`config.mk`:
```
export PLATFORM = sky130hd
export DESIGN_NAME = ece_scale
export DESIGN_NICKNAME = d
export VERILOG_FILES = /design/src/design/ece_pkg.sv /design/src/design/ece_scale.sv
export SDC_FILE = /design/constraint.sdc
export NUM_CORES = 2
export LEC_CHECK = 0
export BUFFER_PORTS_ARGS = -buffer_cell sky130_fd_sc_hd__buf_2
export CAP_MARGIN = 20
export CORE_ASPECT_RATIO = 0.8
export CORE_MARGIN = 4
export CORE_UTILIZATION = 46
export CTS_CLUSTER_DIAMETER = 100
export DETAILED_ROUTE_END_ITERATION = 12
export SLEW_MARGIN = 10
export SYNTH_ARGS = -nofsm -noshare
export SYNTH_HDL_FRONTEND = slang
export SYNTH_SLANG_ARGS = --single-unit
```
`constraint.sdc`:
```
create_clock -name clock -period 11.65 [get_ports clock]
set_input_delay 1.165 -clock clock [delete_from_list [all_inputs] [get_ports clock]]
set_output_delay 1.165 -clock clock [all_outputs]
set_load 0.02 [all_outputs]
```
`src/design/ece_pkg.sv`:
```
`timescale 1ns / 1ps
`default_nettype none
package ece_pkg;

   localparam int TIME_BITS_DEF = 16;

   // signed Q4.30 (34-bit) working format for progress and curve values
   localparam int QB         = 30;
   localparam int QW         = 34;
   localparam int PW         = 2 * QW;
   localparam int EW         = QW + 2;
   localparam int QUO_BITS   = 32;
   localparam int DIV_STEPS  = 4;
   localparam int DIV_STAGES = QUO_BITS / DIV_STEPS;
   localparam int MODE_W     = 4;
   localparam int CHG_W      = 31;
   localparam int OFS_W      = 32;

   typedef logic signed [QW-1:0] qval_type;
   typedef logic signed [EW-1:0] ewide_type;

   localparam qval_type Q_ONE   = 34'sd1073741824;
   localparam qval_type Q_TWO   = 34'sd2147483648;
   localparam qval_type Q_THREE = 34'sd3221225472;
   localparam qval_type S_BACK  = 34'sd1827057613;
   localparam qval_type S_BACK2 = 34'sd2786262860;

   // bounce segments, in units of eleven times progress
   localparam ewide_type B_EDGE1 = 36'sd4294967296;
   localparam ewide_type B_EDGE2 = 36'sd8589934592;
   localparam ewide_type B_EDGE3 = 36'sd10737418240;
   localparam ewide_type B_MID2  = 36'sd6442450944;
   localparam ewide_type B_MID3  = 36'sd9663676416;
   localparam ewide_type B_MID4  = 36'sd11274289152;
   localparam qval_type  B_LIFT2 = 34'sd805306368;
   localparam qval_type  B_LIFT3 = 34'sd1006632960;
   localparam qval_type  B_LIFT4 = 34'sd1056964608;

   typedef enum logic [MODE_W-1:0] {
      MD_LINEAR       = 4'd0,
      MD_BACK_IN      = 4'd1,
      MD_BACK_OUT     = 4'd2,
      MD_BACK_INOUT   = 4'd3,
      MD_BOUNCE_IN    = 4'd4,
      MD_BOUNCE_OUT   = 4'd5,
      MD_BOUNCE_INOUT = 4'd6,
      MD_QUAD_IN      = 4'd7,
      MD_QUAD_OUT     = 4'd8,
      MD_QUAD_INOUT   = 4'd9,
      MD_QUINT_IN     = 4'd10,
      MD_QUINT_OUT    = 4'd11,
      MD_QUINT_INOUT  = 4'd12
   } mode_type;

   typedef struct packed {
      logic [MODE_W-1:0]       func;
      logic                    first;
      logic                    zero_dur;
      logic signed [CHG_W-1:0] change;
   } item_ctl_type;

   typedef struct packed {
      logic       shift34;
      logic       mul2;
      logic       sq2;
      logic       mul3;
      logic       inv;
      logic [1:0] off;
      logic       halve;
   } crv_ctl_type;

endpackage
`default_nettype wire

```
`src/design/ece_scale.sv`:
```
`timescale 1ns / 1ps
`default_nettype none
module ece_scale (
   input  logic                               clock,
   input  logic                               reset,
   input  logic                               advance,
   input  logic                               valid_i,
   input  ece_pkg::item_ctl_type              ctl_i,
   input  ece_pkg::qval_type                  f_i,
   output logic                               valid_o,
   output logic signed [ece_pkg::OFS_W-1:0]   offset_o,
   output logic                               bad_mode_o,
   output logic                               zero_dur_o
);
   import ece_pkg::*;

   localparam int MW = CHG_W + QW;
   localparam int RW = MW + 1 - QB;

   logic                   vld0_ff;
   item_ctl_type           ictl0_ff;
   logic signed [MW-1:0]   prod_ff, prod_in;
   logic signed [MW:0]     sum;
   logic signed [RW-1:0]   r;
   logic                   valid_ff;
   logic signed [OFS_W-1:0] offset_ff, offset_in;
   logic                   bad_ff, zd_ff;

   assign prod_in = ctl_i.change * f_i;

   // round half up, then clip to 32 bits
   assign sum = {prod_ff[MW-1], prod_ff} + {{(MW-QB+1){1'b0}}, 1'b1, {(QB-1){1'b0}}};
   assign r   = $signed(sum[MW:QB]);

   always_comb begin
      if (ictl0_ff.zero_dur) begin
         offset_in = OFS_W'(ictl0_ff.change);
      end else if (r[RW-1:OFS_W-1] == '0 || r[RW-1:OFS_W-1] == '1) begin
         offset_in = r[OFS_W-1:0];
      end else if (r[RW-1]) begin
         offset_in = {1'b1, {(OFS_W-1){1'b0}}};
      end else begin
         offset_in = {1'b0, {(OFS_W-1){1'b1}}};
      end
   end

   always_ff @(posedge clock) begin
      if (reset) begin
         vld0_ff  <= 1'b0;
         valid_ff <= 1'b0;
      end else if (advance) begin
         vld0_ff  <= valid_i;
         valid_ff <= vld0_ff;
      end
   end

   always_ff @(posedge clock) begin
      if (advance) begin
         ictl0_ff  <= ctl_i;
         prod_ff   <= prod_in;
         offset_ff <= offset_in;
         bad_ff    <= ictl0_ff.func > MD_QUINT_INOUT;
         zd_ff     <= ictl0_ff.zero_dur;
      end
   end

   assign valid_o    = valid_ff;
   assign offset_o   = offset_ff;
   assign bad_mode_o = bad_ff;
   assign zero_dur_o = zd_ff;
endmodule
`default_nettype wire

```
==> impl_metrics.toml <==
[clock_tree]
cts_root_buf = "clkbuf_16"
cts_resized = 0
cts_htree_levels = 3
post_cts_buffers = 0
cts_tree = "built"
clock_latency_ns = 0.34
ctsHoldBuffers = 0
cts_buffer_depth = 2
cts.sinks = 108
clkTransAtPathRegs_ns = 0.07
cts_made_buffers = 9

[min_path]
hp-class = "flip-flop to flip-flop"
min_from = "vld0_ff"

[run]
drv.max_cap_violation_count = 0

[detailed_routing]
via_count = 27104
wl_um = 112000
initialDrtViolationCount = 2064
routed_via_density = 5.19
drc = 0
drt_pass1_iterations = 5
wire_per_inst_um = 21.5
ant_nets = 0

[sta]
setup_viol = 0
relSlewSlack_pct = 25.9
drv_slew = 0
finClkSkew_ns = 0.00747
fmax_mhz = 104
rsz0062_at_grt = "false"
layout_min_cycle_time_ns = 9.57
hold_violations = 0
final.period_utilization_pct = 82.2
tightest_slew_ns = 1.11
fin_ws_ns = 2.08
fin_setup_tns_ns = 0

[synthesis]
synthCells = 4137
synth_area_leader_cell = "fa_1"
synth-seq-area-share_pct = 7.98
synth_most_common_cell = "fa_1"
synthTopCellsByCount = "fa_1 (1104), inv_1 (1085), nand2_1 (562)"
synth_top_area_share_pct = 54.7
synth-seq-cells = 108
netlist_area_um2 = 40400
synth-edff-count = 106
synthTopCellsByArea = "fa_1 (55%), inv_1 (10%), and2_1 (8.1%)"
syn_area_per_cell_um2 = 9.76
yosys_most_used_dff = "edfxtp_1"
yosys_warnings = 0
async_flop_share_pct = 0
synth_cell_types = 58
synth_nets = 5501

[floorplanning]
core_um2 = 86400
die_area_um2 = 92600
io_pins = 110
die_h_um = 273
row_count = 96
start_util_pct = 46.8
die_w_um = 339

[place]
io_buffers = 108
dpl.hpwl_um = 87100
postPlaceCellArea_um2 = 41900
pre_cts_ws_ns = 1.81
gp_congestion = 0.860

[global_routing]
use_met2_pct = 39.8
track_usage_pct = 25.5
grt-ovfl-total = 0
grt_antenna_before_repair = 4
met3_usage_pct = 5.12
grt_max_degree = 87
grt_pass1_vias = 29724
grt_busiest_layer = "met2"
grt_use_met1_pct = 37.6
grt_pass1_wl_um = 179000

[critical_path]
crit_required_ns = 11.73
cp_data_arrival_time_ns = 9.66
crit_path_start_kind = "input pin"
cp-end-kind = "flip-flop"
critPathKind = "input pin to flip-flop"
cp_max_fo = 28
crit_start = "ctl_i[7]"
reg2reg_from = "prod_ff[30]"

[final_layout]
post-route-cell-area_um2 = 42200
syn_to_final_growth_pct = 4.54
drive_gt1_share_pct = 4.59
layout.nets = 5457

[outcome]
outcome = "finished, final reports clean"
==> sequential cells by signal (all words and copies together) (netlist names) <==
register / count
offset_o: 32
prod_ff: 36
vld0_ff: 1
ictl0_ff: 36
zero_dur_o: 1
valid_o: 1
bad_mode_o: 1
==> worst max-delay path, stage by stage <==
cell and delay [ns]:
buf_2 0.71, buf_4 0.34, nand2_1 0.10, fa_1 0.55
fa_1 0.52, fa_1 0.51, fa_1 0.55, inv_1 0.05
fa_1 0.60, fa_1 0.44, fa_1 0.49, inv_1 0.05
fa_1 0.48, inv_1 0.04, ha_1 0.30, nand4_1 0.11
nor2_1 0.09, a311oi_1 0.56, nand3_1 0.18, o211ai_2 0.39
a31o_4 0.28, a32oi_4 0.18, a21oi_2 0.28, o2111ai_2 0.18
a2111oi_0 0.41, nor3b_1 0.12
==> per-stage QoR <==
| stage | cells | hold slack, ns | utilization (%) |
|---|---|---|---|
| floorplan | 4137 | 0.424 | - |
| global route | 5225 | 0.545 | 48.9 |
| CTS | 5224 | 0.507 | 48.8 |
| finish | 5226 | 0.498 | 48.9 |
| global placement | 5208 | 0.481 | 48.5 |
| detailed placement | 5208 | 0.491 | 48.5 |
==> area by class of cell <==
class | count | area, µm²
clock buffer | 11 | 233
timing repair buffer | 160 | 953
sequential | 108 | 3220
tap | 1127 | 1410
antenna | 1 | 2.50
fill | 8176 | 44200
inverter | 1086 | 4080
clock inverter | 5 | 45.0
multi-input combinational | 2728 | 32300
==> placed cells by master, fill, tap and decap left out, drive strengths merged, types with 5 or more instances in the layout <==
master  Yosys  final
clkbuf    204     11
nand4      14     14
a21oi      47     47
nand3      23     23
edfxtp    106    106
o311ai     32     32
nand2b     13     13
inv      1085   1088
fa       1104   1104
ha        185    185
and4        6      6
xnor2      44     44
xor2       39     39
buf        11    160
nor2       41     41
a21o       12     12
nor2b       5      5
o21ai      21     21
and2      523    523
nand2     562    562
and3        9      9
==> worst paths after layout <==
check | endpoint | slack (ns) | cells after the start
worst max-delay path | prod_ff[64] | 2.08 | 26
worst min-delay path | vld0_ff | 0.50 | 2
worst max register to register | offset_o[15] | 8.17 | 10
worst min register to register | vld0_ff | 0.50 | 2
==> cells by family after synthesis <==
logic type,count (synthesis),synth area share (%)
buffers and inverters,1301,12.1
adder cells (fa/ha/maj),1289,60.5
AND/OR/NAND/NOR,1210,15.0
AO/OA/AOI/OAI,144,2.57
flip-flops,108,7.98
XOR/XNOR,83,1.80
multiplexers,2,0.0496
==> metal layers <==
layer	wire, µm	vias up
met1	50200	14340
met2	50000	965
met4	2170	0
li1	-	11691
met3	9870	108
met5	0	-
Power is left out: the tool's default activity adds up to more than one toggle a clock period on the data nets, which glitch-free logic cannot reach.
