$ cat config.mk
export PLATFORM = sky130hd
export DESIGN_NAME = ece_div_stage
export DESIGN_NICKNAME = d
export VERILOG_FILES = /design/src/design/ece_pkg.sv /design/src/design/ece_div_stage.sv
export SDC_FILE = /design/constraint.sdc
export NUM_CORES = 1
export LEC_CHECK = 0
export BUFFER_PORTS_ARGS = -buffer_cell sky130_fd_sc_hd__clkbuf_2
export CAP_MARGIN = 20
export CELL_PAD_IN_SITES_DETAIL_PLACEMENT = 1
export CELL_PAD_IN_SITES_GLOBAL_PLACEMENT = 1
export CORE_MARGIN = 8
export CORE_UTILIZATION = 31
export CTS_CLUSTER_SIZE = 8
export DETAILED_ROUTE_END_ITERATION = 6
export GPL_TIMING_DRIVEN = 0
export PLACE_DENSITY = 0.74
export SETUP_SLACK_MARGIN = 0.5
export SLEW_MARGIN = 20
export SYNTH_ARGS = -nofsm -noshare
export SYNTH_HDL_FRONTEND = slang
export SYNTH_SLANG_ARGS = --single-unit
$ cat constraint.sdc
create_clock -name clock -period 11.51 [get_ports clock]
set_clock_uncertainty 0.2 [all_clocks]
set_input_delay 1.151 -clock clock [delete_from_list [all_inputs] [get_ports clock]]
set_output_delay 1.151 -clock clock [all_outputs]
set_load 0.02 [all_outputs]
$ cat src/design/ece_pkg.sv
`timescale 1ns / 1ps
`default_nettype none
package ece_pkg;

   localparam int TIME_BITS_DEF = 16;

   // signed Q4.30 (34-bit) working format for progress and curve values
   localparam int QB         = 30;
   localparam int QW         = 34;
   localparam int PW         = 2 * QW;
   localparam int EW         = QW + 2;
   localparam int QUO_BITS   = 32;
   localparam int DIV_STEPS  = 4;
   localparam int DIV_STAGES = QUO_BITS / DIV_STEPS;
   localparam int MODE_W     = 4;
   localparam int CHG_W      = 31;
   localparam int OFS_W      = 32;

   typedef logic signed [QW-1:0] qval_type;
   typedef logic signed [EW-1:0] ewide_type;

   localparam qval_type Q_ONE   = 34'sd1073741824;
   localparam qval_type Q_TWO   = 34'sd2147483648;
   localparam qval_type Q_THREE = 34'sd3221225472;
   localparam qval_type S_BACK  = 34'sd1827057613;
   localparam qval_type S_BACK2 = 34'sd2786262860;

   // bounce segments, in units of eleven times progress
   localparam ewide_type B_EDGE1 = 36'sd4294967296;
   localparam ewide_type B_EDGE2 = 36'sd8589934592;
   localparam ewide_type B_EDGE3 = 36'sd10737418240;
   localparam ewide_type B_MID2  = 36'sd6442450944;
   localparam ewide_type B_MID3  = 36'sd9663676416;
   localparam ewide_type B_MID4  = 36'sd11274289152;
   localparam qval_type  B_LIFT2 = 34'sd805306368;
   localparam qval_type  B_LIFT3 = 34'sd1006632960;
   localparam qval_type  B_LIFT4 = 34'sd1056964608;

   typedef enum logic [MODE_W-1:0] {
      MD_LINEAR       = 4'd0,
      MD_BACK_IN      = 4'd1,
      MD_BACK_OUT     = 4'd2,
      MD_BACK_INOUT   = 4'd3,
      MD_BOUNCE_IN    = 4'd4,
      MD_BOUNCE_OUT   = 4'd5,
      MD_BOUNCE_INOUT = 4'd6,
      MD_QUAD_IN      = 4'd7,
      MD_QUAD_OUT     = 4'd8,
      MD_QUAD_INOUT   = 4'd9,
      MD_QUINT_IN     = 4'd10,
      MD_QUINT_OUT    = 4'd11,
      MD_QUINT_INOUT  = 4'd12
   } mode_type;

   typedef struct packed {
      logic [MODE_W-1:0]       func;
      logic                    first;
      logic                    zero_dur;
      logic signed [CHG_W-1:0] change;
   } item_ctl_type;

   typedef struct packed {
      logic       shift34;
      logic       mul2;
      logic       sq2;
      logic       mul3;
      logic       inv;
      logic [1:0] off;
      logic       halve;
   } crv_ctl_type;

endpackage
`default_nettype wire

$ cat src/design/ece_div_stage.sv
`timescale 1ns / 1ps
`default_nettype none
module ece_div_stage #(
   parameter int TIME_BITS = ece_pkg::TIME_BITS_DEF
) (
   input  logic                           clock,
   input  logic                           reset,
   input  logic                           advance,
   input  logic                           valid_i,
   input  ece_pkg::item_ctl_type          ctl_i,
   input  logic [TIME_BITS:0]             rem_i,
   input  logic [TIME_BITS-1:0]           den_i,
   input  logic [ece_pkg::QUO_BITS-1:0]   quo_i,
   output logic                           valid_o,
   output ece_pkg::item_ctl_type          ctl_o,
   output logic [TIME_BITS:0]             rem_o,
   output logic [TIME_BITS-1:0]           den_o,
   output logic [ece_pkg::QUO_BITS-1:0]   quo_o
);
   import ece_pkg::*;

   logic                  valid_ff;
   item_ctl_type          ctl_ff;
   logic [TIME_BITS:0]    rem_ff, rem_in;
   logic [TIME_BITS-1:0]  den_ff;
   logic [QUO_BITS-1:0]   quo_ff, quo_in;

   // restoring division, one quotient bit per step
   always_comb begin
      rem_in = rem_i;
      quo_in = quo_i;
      for (int i = 0; i < DIV_STEPS; i++) begin
         if (rem_in >= {1'b0, den_i}) begin
            rem_in = rem_in - {1'b0, den_i};
            quo_in = {quo_in[QUO_BITS-2:0], 1'b1};
         end else begin
            quo_in = {quo_in[QUO_BITS-2:0], 1'b0};
         end
         rem_in = {rem_in[TIME_BITS-1:0], 1'b0};
      end
   end

   always_ff @(posedge clock) begin
      if (reset) begin
         valid_ff <= 1'b0;
      end else if (advance) begin
         valid_ff <= valid_i;
      end
   end

   always_ff @(posedge clock) begin
      if (advance) begin
         ctl_ff <= ctl_i;
         rem_ff <= rem_in;
         den_ff <= den_i;
         quo_ff <= quo_in;
      end
   end

   assign valid_o = valid_ff;
   assign ctl_o   = ctl_ff;
   assign rem_o   = rem_ff;
   assign den_o   = den_ff;
   assign quo_o   = quo_ff;
endmodule
`default_nettype wire

==> run_results.csv, run 1 <==
group,metric,value,unit
critical_path,crit_type,"in -> reg",
timing,fin_hold_ws,0.306,ns
yosys,yosysTopAreaCell,"edfxtp_1",
grt,grt_overflow,0,
routing,wl_per_cell,19.2,um
routing,route.antenna.remaining_nets,0,
power,power_frac_comb,0.670,
grt,grt_max_degree,97,
min_path,min_path_type,"reg -> reg",
layout,layout.nets,1025,
cts,numCtsBuffers,9,
grt,track_usage,0.155,
timing,period_minus_slack,10.52,ns
critical_path,worst-path-max-fanout,10,
timing,final.setup.tns,0,ns
cts,cts_sinks,102,
timing,hold_violations,0,
power,seq_power_share,0.209,
yosys,post_synth_main_area_contributors,"edfxtp_1, ha_1, xnor2_1, a21oi_1, mux2_2",
yosys,ys_seq_area_frac,0.442,
floorplan,num_rows,54,
place,gp_congestion,0.848,
routing,drc,0,
routing,vias_per_cell,5.09,
power,vdd_drop_max,0.145,mV
critical_path,critPathLaunchType,"primary input",
layout,final_core_util,0.401,
floorplan,num_io_pins,209,
cts,cts_hold_buffers,0,
routing,drt-total-wl,21.9,mm
floorplan,core_area,21800,um^2
cts,htree_num_levels,3,
power,clkPwrFrac,0.121,
grt,grt_pass1_wl,33.0,mm
grt,antenna_found_initial,0,
yosys,ys_seq_elements,102,
timing,max_freq,95.1,MHz
critical_path,worstPathRequired,11.40,ns
floorplan,initial_utilization,0.317,
layout,area_growth_syn_to_layout,26.8,%
floorplan,die_w,165,um
place,numPortBuffers,203,
power,switchingPower,1150,uW
cts,clkSlewWorstSetupHoldPaths,0.08,ns
grt,grt_pass1_vias,6013,
yosys,synth.top_cell.area_share,0.439,
yosys,syn_inst,634,
routing,vias,5801,
layout,insertedDiodeCount,0,
power,total_power,2590,uW
yosys,async_flop_share,0,
yosys,yosysUniqueCellTypes,72,
power,cell_internal_pwr,1430,uW
timing,period_share,0.914,
cts,cts_tree,"done",
routing,drtIter0Drc,275,
critical_path,cp-end-kind,"flop",
floorplan,die_area,27300,um^2
timing,grt_setup_unrepaired,"no",
status,status,"finished, final reports clean",
yosys,syn-num-nets,804,
layout,drive_above_1_share,0.336,
critical_path,crit_arrival,10.41,ns
critical_path,cp_slowest_cell,"mux2_2",
place,hpwl,17.9,mm
timing,setup_slack,0.992,ns
cts,clk_path_buf_depth,2,
critical_path,cp_slowest_stage_delay,0.40,ns
cts,clk_latency,0.35,ns
power,p_sw_frac,0.446,
place,pre_cts_ws,-0.803,ns
floorplan,die_h,165,um
yosys,synthTopCellsByCount,"edfxtp_1, ha_1, a21oi_1, nor2_1",
yosys,synth_ff_type,"edfxtp_1",
cts,cts-root-buf,"clkbuf_16",
run,drv_cap,0,
yosys,synth_edf_count,101,
power,power_density,295,nW/um^2
routing,dr.pass1.iters,4,
yosys,syn_area_per_cell,10.9,um^2
timing,slew_viol_final,0,
timing,relSlewSlack,0.551,
yosys,ys_warn_count,0,
power,power_leakage,0.00392,uW
yosys,post-synth-top-count-cell,"edfxtp_1",
timing,setup_viol_count_final,0,
timing,worst_slew_pin_slew,0.668,ns
yosys,synth_area,6910,um^2
## per-layer routing
| metal | vias up | GRT usage | share of wire |
|---|---|---|---|
| met1 | 2767 | 0.194 | 0.44 |
| met3 | 18 | 0.0253 | 0.073 |
| met2 | 168 | 0.268 | 0.47 |
| met5 | - | 0 | 0 |
| met4 | 0 | 0.0491 | 0.018 |
| li1 | 2848 | - | - |
## power by group through the flow
stage | Combinational [uW] | Sequential, uW | Clock, uW
floorplan | 1150 | 627 | 0
global placement | 1620 | 548 | 0
detailed placement | 1640 | 551 | 0
CTS | 1710 | 542 | 329
global route | 1890 | 546 | 341
finish | 1730 | 541 | 314
## cells by family (layout without fill, tap and decap cells)
logic type,Yosys count,after routing,synth area share
adders and majority gates,64,64,0.118
DFF,102,102,0.442
and+or+nand+nor,161,161,0.118
other,1,1,0.000543
xor gates and xnor gates,48,48,0.0608
AOI/OAI and AO/OA,178,178,0.181
muxes,29,29,0.0478
buffers and inverters,51,277,0.0319
## layout make-up
class / instances / area, um^2
fillers: 2461 / 13100
clock inverters: 7 / 81.3
repair buffers: 210 / 1100
flip-flops and latches: 102 / 3050
plain buffers: 12 / 90.1
inverters: 39 / 151
well taps: 280 / 350
clock buffers: 9 / 225
multi-input cells: 481 / 3710
## what timing repair did
action / CTS / global route
endpoints found under the setup margin: 17 / 17
setup buffers: 5 / 1
gates resized for setup: 16 / 12
pin swaps: 3 / 2
## cells in the final DEF (no fill, tap or decap), types with 12 or more instances in the layout
cell	n
nand3_1	16
o21ai_0	15
mux2_2	22
inv_1	36
edfxtp_1	101
clkbuf_2	204
xor2_1	12
nor3_1	12
ha_1	59
a21o_1	27
a21oi_1	49
nor2_1	51
nand2_1	26
xnor2_1	36
## registers in the layout (all words and copies together) (netlist names)
signal	cells
ctl_o	37
den_o	16
quo_o	32
rem_o	16
valid_o	1
## stage by stage
step / area, um^2 / cells
after floorplan: 6910 / 634
after global placement: 8280 / 1117
after detailed placement: 8310 / 1118
after CTS: 8710 / 1139
after global routing: 8760 / 1140
final: 8760 / 1140
## worst paths after layout
kind | from | endpoint | slack [ns] | cells after the start
worst min-delay path | valid_o$_SDFFE_PP0P_ | valid_o$_SDFFE_PP0P_ | 0.31 | 2
worst max-delay path | den_i[1] | rem_o[8]$_DFFE_PP_ | 0.99 | 44
worst max register to register | valid_o$_SDFFE_PP0P_ | valid_o$_SDFFE_PP0P_ | 10.73 | 2
worst min register to register | valid_o$_SDFFE_PP0P_ | valid_o$_SDFFE_PP0P_ | 0.31 | 2
## worst max-delay path: cells and delay by family
kind	cells	cell delay (ns)
adders and majority gates	4	1.43
AOI/OAI and AO/OA	18	3.68
muxes	3	0.90
buffers and inverters	10	1.51
and+or+nand+nor	9	1.68
Power figures use the tool's default switching activity.
==> inputs of run 2 (changes only) <==
--- a/config.mk
+++ b/config.mk
@@ -9,7 +9,8 @@
 export CAP_MARGIN = 20
 export CELL_PAD_IN_SITES_DETAIL_PLACEMENT = 1
 export CELL_PAD_IN_SITES_GLOBAL_PLACEMENT = 1
-export CORE_MARGIN = 8
+export CORE_ASPECT_RATIO = 0.8
+export CORE_MARGIN = 3
 export CORE_UTILIZATION = 31
 export CTS_CLUSTER_SIZE = 8
 export DETAILED_ROUTE_END_ITERATION = 6
==> run 2 against run 1 <==
Compared with the run above: global-route usage rose by 1.5 points; critical path depth decreased by 1; wire length decreased by 4.8%; worst setup slack worse by 0.051 ns; die area shrank 12%; combinational power up 2%; critical path type unchanged; cell count increased by 1.9%; core utilization grew 0.45 points; sequential power about the same.
==> run_results.csv, run 2 (synthesis results as in run 1) <==
group,metric,value,unit
status,status,"finished, final reports clean",
routing,dr.pass1.iters,4,
layout,multi_input_area,3730,um^2
routing,drtIter0Drc,315,
timing,fin_hold_ws,0.304,ns
timing,slew_viol_final,0,
layout,final_cells,1162,
layout,final_core_util,0.406,
power,total_power,2620,uW
routing,route.antenna.remaining_nets,0,
grt,grt_pass1_vias,6032,
timing,setup_viol_count_final,0,
critical_path,worst-path-max-fanout,10,
timing,max_freq,94.6,MHz
timing,hold_violations,0,
cts,numCtsBuffers,9,
layout,final_area,8820,um^2
critical_path,critical_path.top_delay_family,"compound AO/OA/AOI/OAI gates",
power,power_density,297,nW/um^2
place,hpwl,17.0,mm
floorplan,die_area,24100,um^2
critical_path,r2r_cells,2,
layout,layout_commonest_cell,"clkbuf_2",
grt,antenna_found_initial,0,
cts,clkSlewWorstSetupHoldPaths,0.07,ns
cts,cts_tree,"done",
layout,drive_above_1_share,0.342,
critical_path,critPathBufInv,9,
layout,area_growth_syn_to_layout,27.7,%
routing,vias,5839,
timing,period_share,0.918,
layout,fillCellCount,2504,
timing,worst_slew_pin_slew,0.513,ns
cts,clk_path_buf_depth,2,
layout,largest_register_ffs,37,
layout,insertedDiodeCount,0,
floorplan,num_io_pins,209,
power,power_leakage,0.00393,uW
cts,cts_sinks,102,
grt,grt_pass1_wl,32.8,mm
routing,drt-total-wl,20.8,mm
floorplan,core_area,21700,um^2
floorplan,die_h,140,um
critical_path,cp_slowest_stage_delay,0.40,ns
cts,cts-root-buf,"clkbuf_16",
layout,layout.nets,1027,
timing,period_minus_slack,10.57,ns
run,drv_cap,0,
critical_path,crit_arrival,10.46,ns
place,gp_congestion,0.863,
place,place_area,8340,um^2
grt,grt_overflow,0,
critical_path,cp.depth,43,
layout,regArea,3050,um^2
critical_path,worstPathRequired,11.40,ns
critical_path,cp_slowest_cell,"nor4_4",
layout,final_cell_mix,"clkbuf_2, edfxtp_1, ha_1",
critical_path,cp-end-kind,"flop",
critical_path,reg2reg_setup_slack,10.73,ns
min_path,min_path_type,"reg -> reg",
floorplan,num_rows,48,
floorplan,die_w,173,um
critical_path,critPathLaunchType,"primary input",
routing,vias_per_cell,5.02,
timing,grt_setup_unrepaired,"no",
grt,grt_max_degree,87,
place,numPortBuffers,203,
place,dp_cells,1138,
critical_path,crit_type,"in -> reg",
power,vdd_drop_max,0.158,mV
routing,drc,0,
cts,clk_latency,0.35,ns
min_path,holdPathStages,2,
grt,track_usage,0.169,
timing,relSlewSlack,0.655,
routing,wl_per_cell,17.9,um
cts,htree_num_levels,3,
floorplan,initial_utilization,0.318,
run 2: power by group:
part,switching [uW],internal [uW]
clock network,157,155
logic,1020,750
registers,15.0,526
total,1190,1430
run 2: stage by stage:
step	TNS (ns)	setup slack, ns
2_1_floorplan	0	1.85
3_5_place_dp	-12.78	-0.903
5_1_grt	0	0.499
6_report	0	0.941
4_1_cts	0	0.538
3_3_place_gp	-10.81	-0.782
run 2: metal layers:
layer  track usage  vias up  wire length (um)  part of all wire
met5             0        -                 0                 0
met4        0.0405        0               426             0.020
met3        0.0428       28              1190             0.057
met2         0.269      162              9360              0.45
met1         0.233     2802              9850              0.47
li1              -     2847                 -                 -
run 2: worst register-to-register path, cell delays in order, from the launching register on:
cell     delay [ns]
dfxtp_1        0.31
mux2i_1        0.12
nor2_1         0.05
run 2: worst paths after layout:
check,startpoint,to
setup / recovery,den_i[1],rem_o[8]$_DFFE_PP_
hold / removal,valid_o$_SDFFE_PP0P_,valid_o$_SDFFE_PP0P_
setup reg to reg,valid_o$_SDFFE_PP0P_,valid_o$_SDFFE_PP0P_
hold reg to reg,valid_o$_SDFFE_PP0P_,valid_o$_SDFFE_PP0P_
run 2: timing repair:
item | CTS | global route
pin swaps | 2 | 2
hold buffers | 0 | 0
resized for setup | 12 | 24
buffers inserted | 3 | 5
cloned | 0 | 0
setup endpoints to repair | 17 | 17
run 2: area by class of cell:
cell class / instances / share of cell area
Clock inverter: 7 / 0.00893
Inverter: 39 / 0.0176
Clock buffer: 9 / 0.0255
Buffer: 12 / 0.0104
Sequential cell: 102 / 0.346
Multi-Input combinational cell: 481 / 0.423
Timing Repair Buffer: 212 / 0.126
Tap cell: 300 / 0.0425
